File: src/rtl/dcrg_pkg.sv
`default_nettype none
// ----------------------------------------------------------------------------
// dcrg_pkg
// Shared types and codes for the deadlock-checked resource grant unit.
// ----------------------------------------------------------------------------
package dcrg_pkg;

	localparam int CFG_W = 5;   // width of the count registers
	localparam int CNT_W = 7;   // counts, cursors and positions up to 127

	localparam logic [1:0] ENTRY_NONE      = 2'd0;
	localparam logic [1:0] ENTRY_REQUESTED = 2'd1;
	localparam logic [1:0] ENTRY_HELD      = 2'd2;

	localparam logic [1:0] MODE_ACQUIRE = 2'd0;
	localparam logic [1:0] MODE_RELEASE = 2'd1;
	localparam logic [1:0] MODE_WRITE   = 2'd2;
	localparam logic [1:0] MODE_CHECK   = 2'd3;

	localparam logic REG_PROCESSES = 1'b0;
	localparam logic REG_RESOURCES = 1'b1;

	typedef enum logic [2:0] {
		ST_CLEAR,
		ST_IDLE,
		ST_PRE,
		ST_ROOT,
		ST_SCAN,
		ST_POP,
		ST_FINISH
	} state_t;

	typedef struct packed {
		logic [1:0] mode;
		logic [3:0] process_index;
		logic [3:0] resource_index;
		logic [1:0] entry_value;
	} cmd_t;

	typedef struct packed {
		logic deadlock_found;
		logic granted;
	} res_t;

endpackage
`default_nettype wire

File: src/rtl/deadlock_checked_resource_grant_unit.sv
`default_nettype none
// ----------------------------------------------------------------------------
// deadlock_checked_resource_grant_unit
// Process-by-resource claim table with a depth-first cycle search over the
// wait-for graph before each grant.
// ----------------------------------------------------------------------------
//  channel   signals                                direction
//  command   start, busy, cmd                       in  (beat on start & !busy)
//  result    result_valid, result                   out (one-cycle strobe)
//  config    psel penable pwrite paddr pwdata       in  (APB, pready tied high)
//            prdata
//
// After reset the claim memory is cleared one entry a cycle, with busy high.
// Release and write are done in the accepting cycle; the result shows the cycle after.
// An in-range acquire and every check first scan the table for waiting processes,
// then walk the graph from each unvisited root, examining table entries,
// following edges and dropping frames, and then finish.
// The single read port of the claim memory paces the scan and the walk.
// The result strobe cannot be stalled.
// ----------------------------------------------------------------------------
module deadlock_checked_resource_grant_unit #(
	parameter int MAX_PROCESSES = 16,
	parameter int MAX_RESOURCES = 16
) (
	input  wire               clk,
	input  wire               arst_n,
	input  wire               start,
	input  dcrg_pkg::cmd_t    cmd,
	output logic              busy,
	output logic              result_valid,
	output dcrg_pkg::res_t    result,
	input  wire               psel,
	input  wire               penable,
	input  wire               pwrite,
	input  wire  [2:0]        paddr,
	input  wire  [31:0]       pwdata,
	output logic [31:0]       prdata,
	output logic              pready
);

	localparam int NODES = MAX_PROCESSES + MAX_RESOURCES;
	localparam int DEPTH = MAX_PROCESSES * MAX_RESOURCES;
	localparam int AW    = (DEPTH > 1) ? $clog2(DEPTH) : 1;
	localparam int NW    = $clog2(NODES);
	localparam int PW    = (MAX_PROCESSES > 1) ? $clog2(MAX_PROCESSES) : 1;
	localparam int DW    = $clog2(NODES + 1);
	localparam int CW    = dcrg_pkg::CNT_W;
	localparam int FW    = NW + CW;

	dcrg_pkg::state_t state_q, state_d;

	logic [dcrg_pkg::CFG_W-1:0] cfg_proc_q, cfg_res_q;
	dcrg_pkg::cmd_t             cmd_q;
	logic [AW-1:0]              clr_q;
	logic [CW-1:0]              pre_pi_q, pre_pj_q, root_q, scan_pos_q;
	logic [MAX_PROCESSES-1:0]   waiting_q;
	logic [NODES-1:0]           visited_q, on_path_q;
	logic [NW-1:0]              top_node_q;
	logic                       rd_valid_s1;
	logic [CW-1:0]              rd_pos_s1;
	logic [DW-1:0]              depth_q;
	logic                       found_q;
	logic                       result_valid_q;
	dcrg_pkg::res_t             result_q;

	logic [1:0]    claim_mem [DEPTH];
	logic [1:0]    claim_rd_q;
	logic [FW-1:0] stack_mem [NODES];
	logic [FW-1:0] stack_rd_q;

	logic          claim_we;
	logic [AW-1:0] claim_wa, claim_ra;
	logic [1:0]    claim_wd;
	logic          stack_we;
	logic [NW-1:0] stack_wa, stack_ra;
	logic [FW-1:0] stack_wd;

	logic [CW-1:0] np_c, nr_c, scan_limit, pos_inc;
	logic          accept, cmd_in_range, search_start;
	logic [AW-1:0] cmd_addr, cmd_q_addr, pre_addr, scan_addr;
	logic          pre_issue, pre_done;
	logic          top_is_proc, hit, scan_issue, exhausted, push;
	logic [NW-1:0] res_col, next_node;
	logic [DW-1:0] depth_m1, depth_m2;
	logic          cfg_wr;

	// ---------------- configuration port ----------------
	assign pready = 1'b1;
	assign cfg_wr = psel & penable & pwrite;

	always_comb begin
		if (paddr[2] == dcrg_pkg::REG_RESOURCES) begin
			prdata = {{(32-dcrg_pkg::CFG_W){1'b0}}, cfg_res_q};
		end else begin
			prdata = {{(32-dcrg_pkg::CFG_W){1'b0}}, cfg_proc_q};
		end
	end

	// ---------------- derived values ----------------
	assign np_c = (CW'(cfg_proc_q) > CW'(MAX_PROCESSES)) ? CW'(MAX_PROCESSES) : CW'(cfg_proc_q);
	assign nr_c = (CW'(cfg_res_q) > CW'(MAX_RESOURCES)) ? CW'(MAX_RESOURCES) : CW'(cfg_res_q);

	assign busy   = (state_q != dcrg_pkg::ST_IDLE);
	assign accept = start && (state_q == dcrg_pkg::ST_IDLE);

	assign cmd_in_range = (CW'(cmd.process_index) < np_c) && (CW'(cmd.resource_index) < nr_c);
	assign search_start = ((cmd.mode == dcrg_pkg::MODE_ACQUIRE) && cmd_in_range)
		|| (cmd.mode == dcrg_pkg::MODE_CHECK);

	assign cmd_addr   = AW'(cmd.process_index) * AW'(MAX_RESOURCES) + AW'(cmd.resource_index);
	assign cmd_q_addr = AW'(cmd_q.process_index) * AW'(MAX_RESOURCES)
		+ AW'(cmd_q.resource_index);

	assign pre_issue = (pre_pi_q < np_c) && (pre_pj_q < nr_c);
	assign pre_done  = !pre_issue && !rd_valid_s1;
	assign pre_addr  = AW'(pre_pi_q) * AW'(MAX_RESOURCES) + AW'(pre_pj_q);

	assign top_is_proc = (top_node_q < NW'(MAX_PROCESSES));
	assign res_col     = top_node_q - NW'(MAX_PROCESSES);
	assign scan_limit  = top_is_proc ? nr_c : np_c;
	assign scan_addr   = top_is_proc
		? AW'(top_node_q) * AW'(MAX_RESOURCES) + AW'(scan_pos_q)
		: AW'(scan_pos_q) * AW'(MAX_RESOURCES) + AW'(res_col);

	// process rows follow requests, resource columns follow holders that wait
	assign hit = rd_valid_s1 && (top_is_proc
		? (claim_rd_q == dcrg_pkg::ENTRY_REQUESTED)
		: ((claim_rd_q == dcrg_pkg::ENTRY_HELD) && waiting_q[rd_pos_s1[PW-1:0]]));
	assign next_node  = top_is_proc ? NW'(MAX_PROCESSES) + NW'(rd_pos_s1) : NW'(rd_pos_s1);
	assign scan_issue = !hit && (scan_pos_q < scan_limit);
	assign exhausted  = !hit && !rd_valid_s1 && !(scan_pos_q < scan_limit);
	assign push       = hit && !on_path_q[next_node] && !visited_q[next_node];
	assign pos_inc    = rd_pos_s1 + 1'b1;
	assign depth_m1   = depth_q - 1'b1;
	assign depth_m2   = depth_q - DW'(2);

	// ---------------- next state ----------------
	always_comb begin
		state_d = state_q;
		case (state_q)
			dcrg_pkg::ST_CLEAR: begin
				if (clr_q == AW'(DEPTH - 1)) state_d = dcrg_pkg::ST_IDLE;
			end
			dcrg_pkg::ST_IDLE: begin
				if (accept && search_start) state_d = dcrg_pkg::ST_PRE;
			end
			dcrg_pkg::ST_PRE: begin
				if (pre_done) state_d = dcrg_pkg::ST_ROOT;
			end
			dcrg_pkg::ST_ROOT: begin
				if (!(root_q < np_c)) begin
					state_d = dcrg_pkg::ST_FINISH;
				end else if (!visited_q[root_q[NW-1:0]]) begin
					state_d = dcrg_pkg::ST_SCAN;
				end
			end
			dcrg_pkg::ST_SCAN: begin
				if (hit && on_path_q[next_node]) begin
					state_d = dcrg_pkg::ST_FINISH;
				end else if (exhausted) begin
					state_d = (depth_q == DW'(1)) ? dcrg_pkg::ST_ROOT : dcrg_pkg::ST_POP;
				end
			end
			dcrg_pkg::ST_POP:    state_d = dcrg_pkg::ST_SCAN;
			dcrg_pkg::ST_FINISH: state_d = dcrg_pkg::ST_IDLE;
			default:             state_d = dcrg_pkg::ST_IDLE;
		endcase
	end

	// ---------------- memory controls ----------------
	always_comb begin
		claim_we = 1'b0;
		claim_wa = cmd_addr;
		claim_wd = dcrg_pkg::ENTRY_NONE;
		claim_ra = scan_addr;
		stack_we = 1'b0;
		stack_wa = depth_m1[NW-1:0];
		stack_wd = {top_node_q, pos_inc};
		stack_ra = depth_m2[NW-1:0];
		case (state_q)
			dcrg_pkg::ST_CLEAR: begin
				claim_we = 1'b1;
				claim_wa = clr_q;
			end
			dcrg_pkg::ST_IDLE: begin
				if (accept && cmd_in_range) begin
					case (cmd.mode)
						dcrg_pkg::MODE_ACQUIRE: begin
							claim_we = 1'b1;
							claim_wd = dcrg_pkg::ENTRY_REQUESTED;
						end
						dcrg_pkg::MODE_RELEASE: claim_we = 1'b1;
						dcrg_pkg::MODE_WRITE: begin
							claim_we = (cmd.entry_value <= dcrg_pkg::ENTRY_HELD);
							claim_wd = cmd.entry_value;
						end
						default: claim_we = 1'b0;
					endcase
				end
			end
			dcrg_pkg::ST_PRE:  claim_ra = pre_addr;
			dcrg_pkg::ST_SCAN: stack_we = push;
			dcrg_pkg::ST_FINISH: begin
				claim_we = (cmd_q.mode == dcrg_pkg::MODE_ACQUIRE);
				claim_wa = cmd_q_addr;
				claim_wd = found_q ? dcrg_pkg::ENTRY_NONE : dcrg_pkg::ENTRY_HELD;
			end
			default: claim_we = 1'b0;
		endcase
	end

	always_ff @(posedge clk) begin
		if (claim_we) claim_mem[claim_wa] <= claim_wd;
		claim_rd_q <= claim_mem[claim_ra];
		if (stack_we) stack_mem[stack_wa] <= stack_wd;
		stack_rd_q <= stack_mem[stack_ra];
	end

	// ---------------- control and walk registers ----------------
	always_ff @(posedge clk or negedge arst_n) begin
		if (!arst_n) begin
			state_q        <= dcrg_pkg::ST_CLEAR;
			cfg_proc_q     <= dcrg_pkg::CFG_W'(5);
			cfg_res_q      <= dcrg_pkg::CFG_W'(5);
			cmd_q          <= '0;
			clr_q          <= '0;
			pre_pi_q       <= '0;
			pre_pj_q       <= '0;
			root_q         <= '0;
			scan_pos_q     <= '0;
			waiting_q      <= '0;
			visited_q      <= '0;
			on_path_q      <= '0;
			top_node_q     <= '0;
			rd_valid_s1    <= 1'b0;
			rd_pos_s1      <= '0;
			depth_q        <= '0;
			found_q        <= 1'b0;
			result_valid_q <= 1'b0;
			result_q       <= '0;
		end else begin
			state_q        <= state_d;
			result_valid_q <= 1'b0;
			if (cfg_wr) begin
				if (paddr[2] == dcrg_pkg::REG_RESOURCES) begin
					cfg_res_q <= pwdata[dcrg_pkg::CFG_W-1:0];
				end else begin
					cfg_proc_q <= pwdata[dcrg_pkg::CFG_W-1:0];
				end
			end
			case (state_q)
				dcrg_pkg::ST_CLEAR: clr_q <= clr_q + 1'b1;
				dcrg_pkg::ST_IDLE: begin
					if (accept) begin
						cmd_q <= cmd;
						if (search_start) begin
							waiting_q   <= '0;
							visited_q   <= '0;
							on_path_q   <= '0;
							pre_pi_q    <= '0;
							pre_pj_q    <= '0;
							root_q      <= '0;
							rd_valid_s1 <= 1'b0;
							depth_q     <= '0;
							found_q     <= 1'b0;
						end else begin
							result_valid_q <= 1'b1;
							result_q       <= '0;
						end
					end
				end
				dcrg_pkg::ST_PRE: begin
					// stream the active rectangle, mark processes with a request open
					if (rd_valid_s1 && (claim_rd_q == dcrg_pkg::ENTRY_REQUESTED)) begin
						waiting_q[rd_pos_s1[PW-1:0]] <= 1'b1;
					end
					rd_valid_s1 <= pre_issue;
					if (pre_issue) begin
						rd_pos_s1 <= pre_pi_q;
						if (pre_pj_q + 1'b1 >= nr_c) begin
							pre_pj_q <= '0;
							pre_pi_q <= pre_pi_q + 1'b1;
						end else begin
							pre_pj_q <= pre_pj_q + 1'b1;
						end
					end
				end
				dcrg_pkg::ST_ROOT: begin
					if (root_q < np_c) begin
						if (visited_q[root_q[NW-1:0]]) begin
							root_q <= root_q + 1'b1;
						end else begin
							visited_q[root_q[NW-1:0]] <= 1'b1;
							on_path_q[root_q[NW-1:0]] <= 1'b1;
							top_node_q  <= root_q[NW-1:0];
							scan_pos_q  <= '0;
							rd_valid_s1 <= 1'b0;
							depth_q     <= DW'(1);
						end
					end
				end
				dcrg_pkg::ST_SCAN: begin
					if (hit) begin
						rd_valid_s1 <= 1'b0;
						if (on_path_q[next_node]) begin
							found_q <= 1'b1;
						end else if (push) begin
							visited_q[next_node] <= 1'b1;
							on_path_q[next_node] <= 1'b1;
							top_node_q <= next_node;
							scan_pos_q <= '0;
							depth_q    <= depth_q + 1'b1;
						end else begin
							scan_pos_q <= pos_inc;
						end
					end else if (scan_issue) begin
						rd_valid_s1 <= 1'b1;
						rd_pos_s1   <= scan_pos_q;
						scan_pos_q  <= scan_pos_q + 1'b1;
					end else if (rd_valid_s1) begin
						rd_valid_s1 <= 1'b0;
					end else begin
						// no edge left: drop the frame
						on_path_q[top_node_q] <= 1'b0;
						depth_q <= depth_m1;
					end
				end
				dcrg_pkg::ST_POP: begin
					top_node_q  <= stack_rd_q[FW-1:CW];
					scan_pos_q  <= stack_rd_q[CW-1:0];
					rd_valid_s1 <= 1'b0;
				end
				dcrg_pkg::ST_FINISH: begin
					result_valid_q          <= 1'b1;
					result_q.deadlock_found <= found_q;
					result_q.granted        <= (cmd_q.mode == dcrg_pkg::MODE_ACQUIRE) && !found_q;
				end
				default: rd_valid_s1 <= 1'b0;
			endcase
		end
	end

	assign result_valid = result_valid_q;
	assign result       = result_q;

endmodule
`default_nettype wire
File: config.mk
export PLATFORM = sky130hd
export DESIGN_NAME = deadlock_checked_resource_grant_unit
export DESIGN_NICKNAME = d
export VERILOG_FILES = /design/src/rtl/dcrg_pkg.sv /design/src/rtl/deadlock_checked_resource_grant_unit.sv
export SDC_FILE = /design/constraint.sdc
export NUM_CORES = 2
export LEC_CHECK = 0
export BUFFER_PORTS_ARGS = -buffer_cell sky130_fd_sc_hd__buf_2
export CORE_ASPECT_RATIO = 0.5
export CORE_MARGIN = 1.5
export CORE_UTILIZATION = 50
export DETAILED_ROUTE_END_ITERATION = 8
export PLACE_DENSITY = 0.66
export SLEW_MARGIN = 15
export SYNTH_ARGS = -nofsm -noshare
export SYNTH_HDL_FRONTEND = slang
export SYNTH_SLANG_ARGS = --single-unit
File: constraint.sdc
create_clock -name clk -period 44.6 [get_ports clk]
set_clock_uncertainty 0.05 [all_clocks]
set_input_delay 0 -clock clk [delete_from_list [all_inputs] [get_ports clk]]
set_output_delay 0 -clock clk [all_outputs]
set_load 0.1 [all_outputs]
==> results.md <==
* Vias after detailed routing at 29,900
* Worst-skew pair later-pin latency at 720 ps
* Syn Std Cell Area at 0.04810 mm2
* Yosys top cell by area: edfxtp_1
* Top cell type's share of synthesized area at 0.5594
* Routed wire length at 119,700 um
* Starting Density at 0.5047
* Seq/Total Area, Yosys at 0.6496
* Hold Crit Start: cmd[4]
* Synth Area per Inst at 14.09 um2
* Worst hold stages at 3
* Reg2Reg Depth at 11
* Clk sinks at 1,072
* FF-to-FF Start: cfg_proc_q[4]
* CP Capture Type: flip-flop
* Final instance area at 0.05313 mm2
* Post-synth top flop: edfxtp_1
* CP Launch Type: flip-flop
* Fin Setup TNS at 0 ps
* EDFF count, synth at 896
* Mapped Cells at 3,413
* Remaining DRCs at 0
* Area of the multi-input gates at 0.01579 mm2
* Final setup viols at 0
* Critical path data required time at 44,910 ps
* Fin. Hold Viols at 0
* Routed Antenna Nets at 0
* Net Sw Frac at 0.3680
* RSZ-0062 raised after global routing: false
* Setup bufs post-CTS at 0
* Cts bufs inserted at 95
* Total GRT Usage at 0.2424
* Worst Path Arrival at 5700 ps
* Dpl hpwl at 71,440 um
* Largest net degree at the start of global routing at 257
* Clock transition at path regs at 70 ps
* R2R Setup Slk at 39,220 ps
* First-pass DRT Iterations at 8
* Met3 WL at 9619 um
* Fin nets at 3,533
* Die Area at 0.09818 mm2
* Distinct cells, synth at 87
* Flops & latches, synth at 1,072
* Die X-Extent at 441.6 um
* Tcrit/Tclk final at 0.1207
* Ys Warns at 0
* Reg-to-Reg End: claim_mem[37][1]
* Post-layout util at 0.5576
* PortBufs at 32
* Worst relative slew slack at 0.01299
* Share of cells above drive strength 1 at 0.1703
* Top layer in use: met4
* Seq pwr share at 0.386
* Area contributors post-synth: edfxtp_1 (56%), dfrtp_1 (8.2%), mux4_2 (8.2%)
* GPL Wtd Cong at 0.8688
* Max Cap Viol at 0
* Slew Viols, Final at 0
* Post-synthesis async set-or-reset flop share at 0.1511
* Met2 WL at 55,680 um
* Max Clk Rate at 185.8 MHz
* Vert. Die Dim at 222.3 um
* Leakage at 18.41 nW
* Hold crit path type: primary input to flip-flop
* P&R area growth vs syn at 10.47%
* Layout filler cell count at 7,475
* Slew @ Worst Pin at 1481 ps
* Worst-path fanout max at 104
* Row count at 80
* Peak supply drop at 46.21 uV
* Net switching power at 0.001207 W
* Status: completed
* Sequential cell area at 0.03126 mm2
* Wl on met1 at 50,600 um
* Global route total overflow at 0
* CTS H-tree lvls at 3
* I/O pin count at 90
* Final min period at 5382 ps
* Total power at 0.003280 W
* CP Class: flip-flop to flip-flop
* First-pass GRT wire length at 179,900 um
* Worst Hold Slack at 79.16 ps
* Initial antenna violation count at 3
* Part of the power in combinational logic at 0.354
* Hold Path End: cmd_q[4]
* Number of global-route vias before repair at 29,210
* CTS tree: done
* DP Area at 0.04958 mm2
* Power Density at 61.74 mW/mm2
* CORE AREA at 0.09529 mm2
* Pint at 0.002073 W
* Initial DRC Count at 3,502
* Avg Vias per Cell at 6.266
* Routed len/inst at 25.08 um
* Clock buffer depth at 3
* Root Buffer: clkbuf_16
* Clk pwr share at 0.260
-- worst max-delay path by stage --
stage                       start                 to  slack (ps)  cells after the start
floorplan           cfg_proc_q[4]    claim_mem[0][0]       30020                     10
global placement    cfg_proc_q[4]  claim_mem[236][1]       39360                     11
detailed placement  cfg_proc_q[4]  claim_mem[237][1]       39290                     11
CTS                 cfg_proc_q[4]  claim_mem[182][1]       39250                     11
global route        cfg_proc_q[4]  claim_mem[185][1]       38840                     11
finish              cfg_proc_q[4]   claim_mem[37][1]       39220                     11
-- layout by cell type (no fill, tap or decap), types with 46 or more instances in the layout --
cell / n
ha_1: 53
o21ai_0: 46
mux2_2: 102
o22ai_1: 71
dfrtp_1: 154
mux4_2: 175
edfxtp_1: 896
a31oi_1: 75
nor2_1: 395
clkbuf_16: 95
nand3_1: 67
nand2_1: 313
mux2i_1: 92
buf_4: 77
a21oi_1: 151
-- routing by layer --
| metal | track usage | vias up |
|---|---|---|
| li1 | - | 13110 |
| met5 | 0 | - |
| met3 | 0.04774 | 250 |
| met2 | 0.3782 | 1260 |
| met4 | 0.08037 | 0 |
| met1 | 0.3440 | 15280 |
-- cell usage after synthesis, drive strengths merged (19+ instances only) --
master	n
ha	54
nand2	314
xnor2	24
nand3	67
o21ai	53
o211ai	33
o22ai	71
and2	23
mux4	178
a211oi	19
mux2	107
nor4	31
nor3	25
buf	98
nor2	404
edfxtp	896
mux2i	92
clkbuf	156
a31oi	77
dfrtp	158
o21a	24
inv	43
a21oi	153
-- repair_timing --
action / CTS / global route
setup endpoints to repair: 0 / 0
hold buffers: 31 / 0
gates resized for setup: 0 / 0
hold endpoints to repair: 124 / 0
-- critical path, stage by stage (launching register included) --
cell      delay (ps)
dfrtp_1          490
clkinv_1         330
nand2_1          220
ha_1             250
a21o_1           160
a21o_1           180
a21oi_1          300
o22ai_1          160
nor3_1           310
a32o_4           650
buf_4            870
buf_4            860
-- per-stage QoR --
| step | instances | setup WS [ps] |
|---|---|---|
| 3_5_place_dp | 4567 | 39290 |
| 4_1_cts | 4770 | 39250 |
| 6_report | 4772 | 39220 |
| 3_3_place_gp | 4567 | 39360 |
| 2_1_floorplan | 3439 | 30020 |
| 5_1_grt | 4770 | 38840 |
-- registers in the layout (all words and copies together) (netlist names), 3 cells and up --
name	cells
claim_mem	512
stack_mem	384
on_path_q	32
visited_q	32
waiting_q	16
stack_rd_q	12
cmd_q	10
clr_q	8
pre_pi_q	7
pre_pj_q	7
rd_pos_s1	7
root_q	7
scan_pos_q	7
depth_q	6
cfg_proc_q	5
cfg_res_q	5
top_node_q	5
state_q	3
-- power by group through the flow --
stage	logic [W]	clock network [W]	registers, W
detailed placement	0.00114	0	0.00129
CTS	0.00115	0.000863	0.00127
floorplan	0.000791	0	0.00127
finish	0.00116	0.000852	0.00127
global placement	0.00112	0	0.00128
global route	0.00124	0.000901	0.00127
-- logic make-up (layout without fill, tap and decap cells) --
| group | count (synthesis) | count (layout) | share of synthesized area |
|---|---|---|---|
| muxes | 377 | 377 | 0.1279 |
| xor gates and xnor gates | 34 | 34 | 0.006191 |
| adders and majority gates | 58 | 58 | 0.01530 |
| DFF | 1072 | 1072 | 0.6496 |
| other | 2 | 30 | 0.0001561 |
| buffers and inverters | 300 | 360 | 0.02771 |
| AOI/OAI and AO/OA | 605 | 605 | 0.08587 |
| and+or+nand+nor | 965 | 965 | 0.08728 |
-- area by class of cell --
type                    instances  area share
diodes                          2  0.00009419
clock buffers                 115     0.04728
clock inverters                57     0.01312
inverters                      46    0.003250
multi-input cells            2067      0.2972
flip-flops and latches       1072      0.5882
well taps                    1271     0.02993
repair buffers                142     0.02093
No activity file was read; power rests on OpenSTA's default activity.
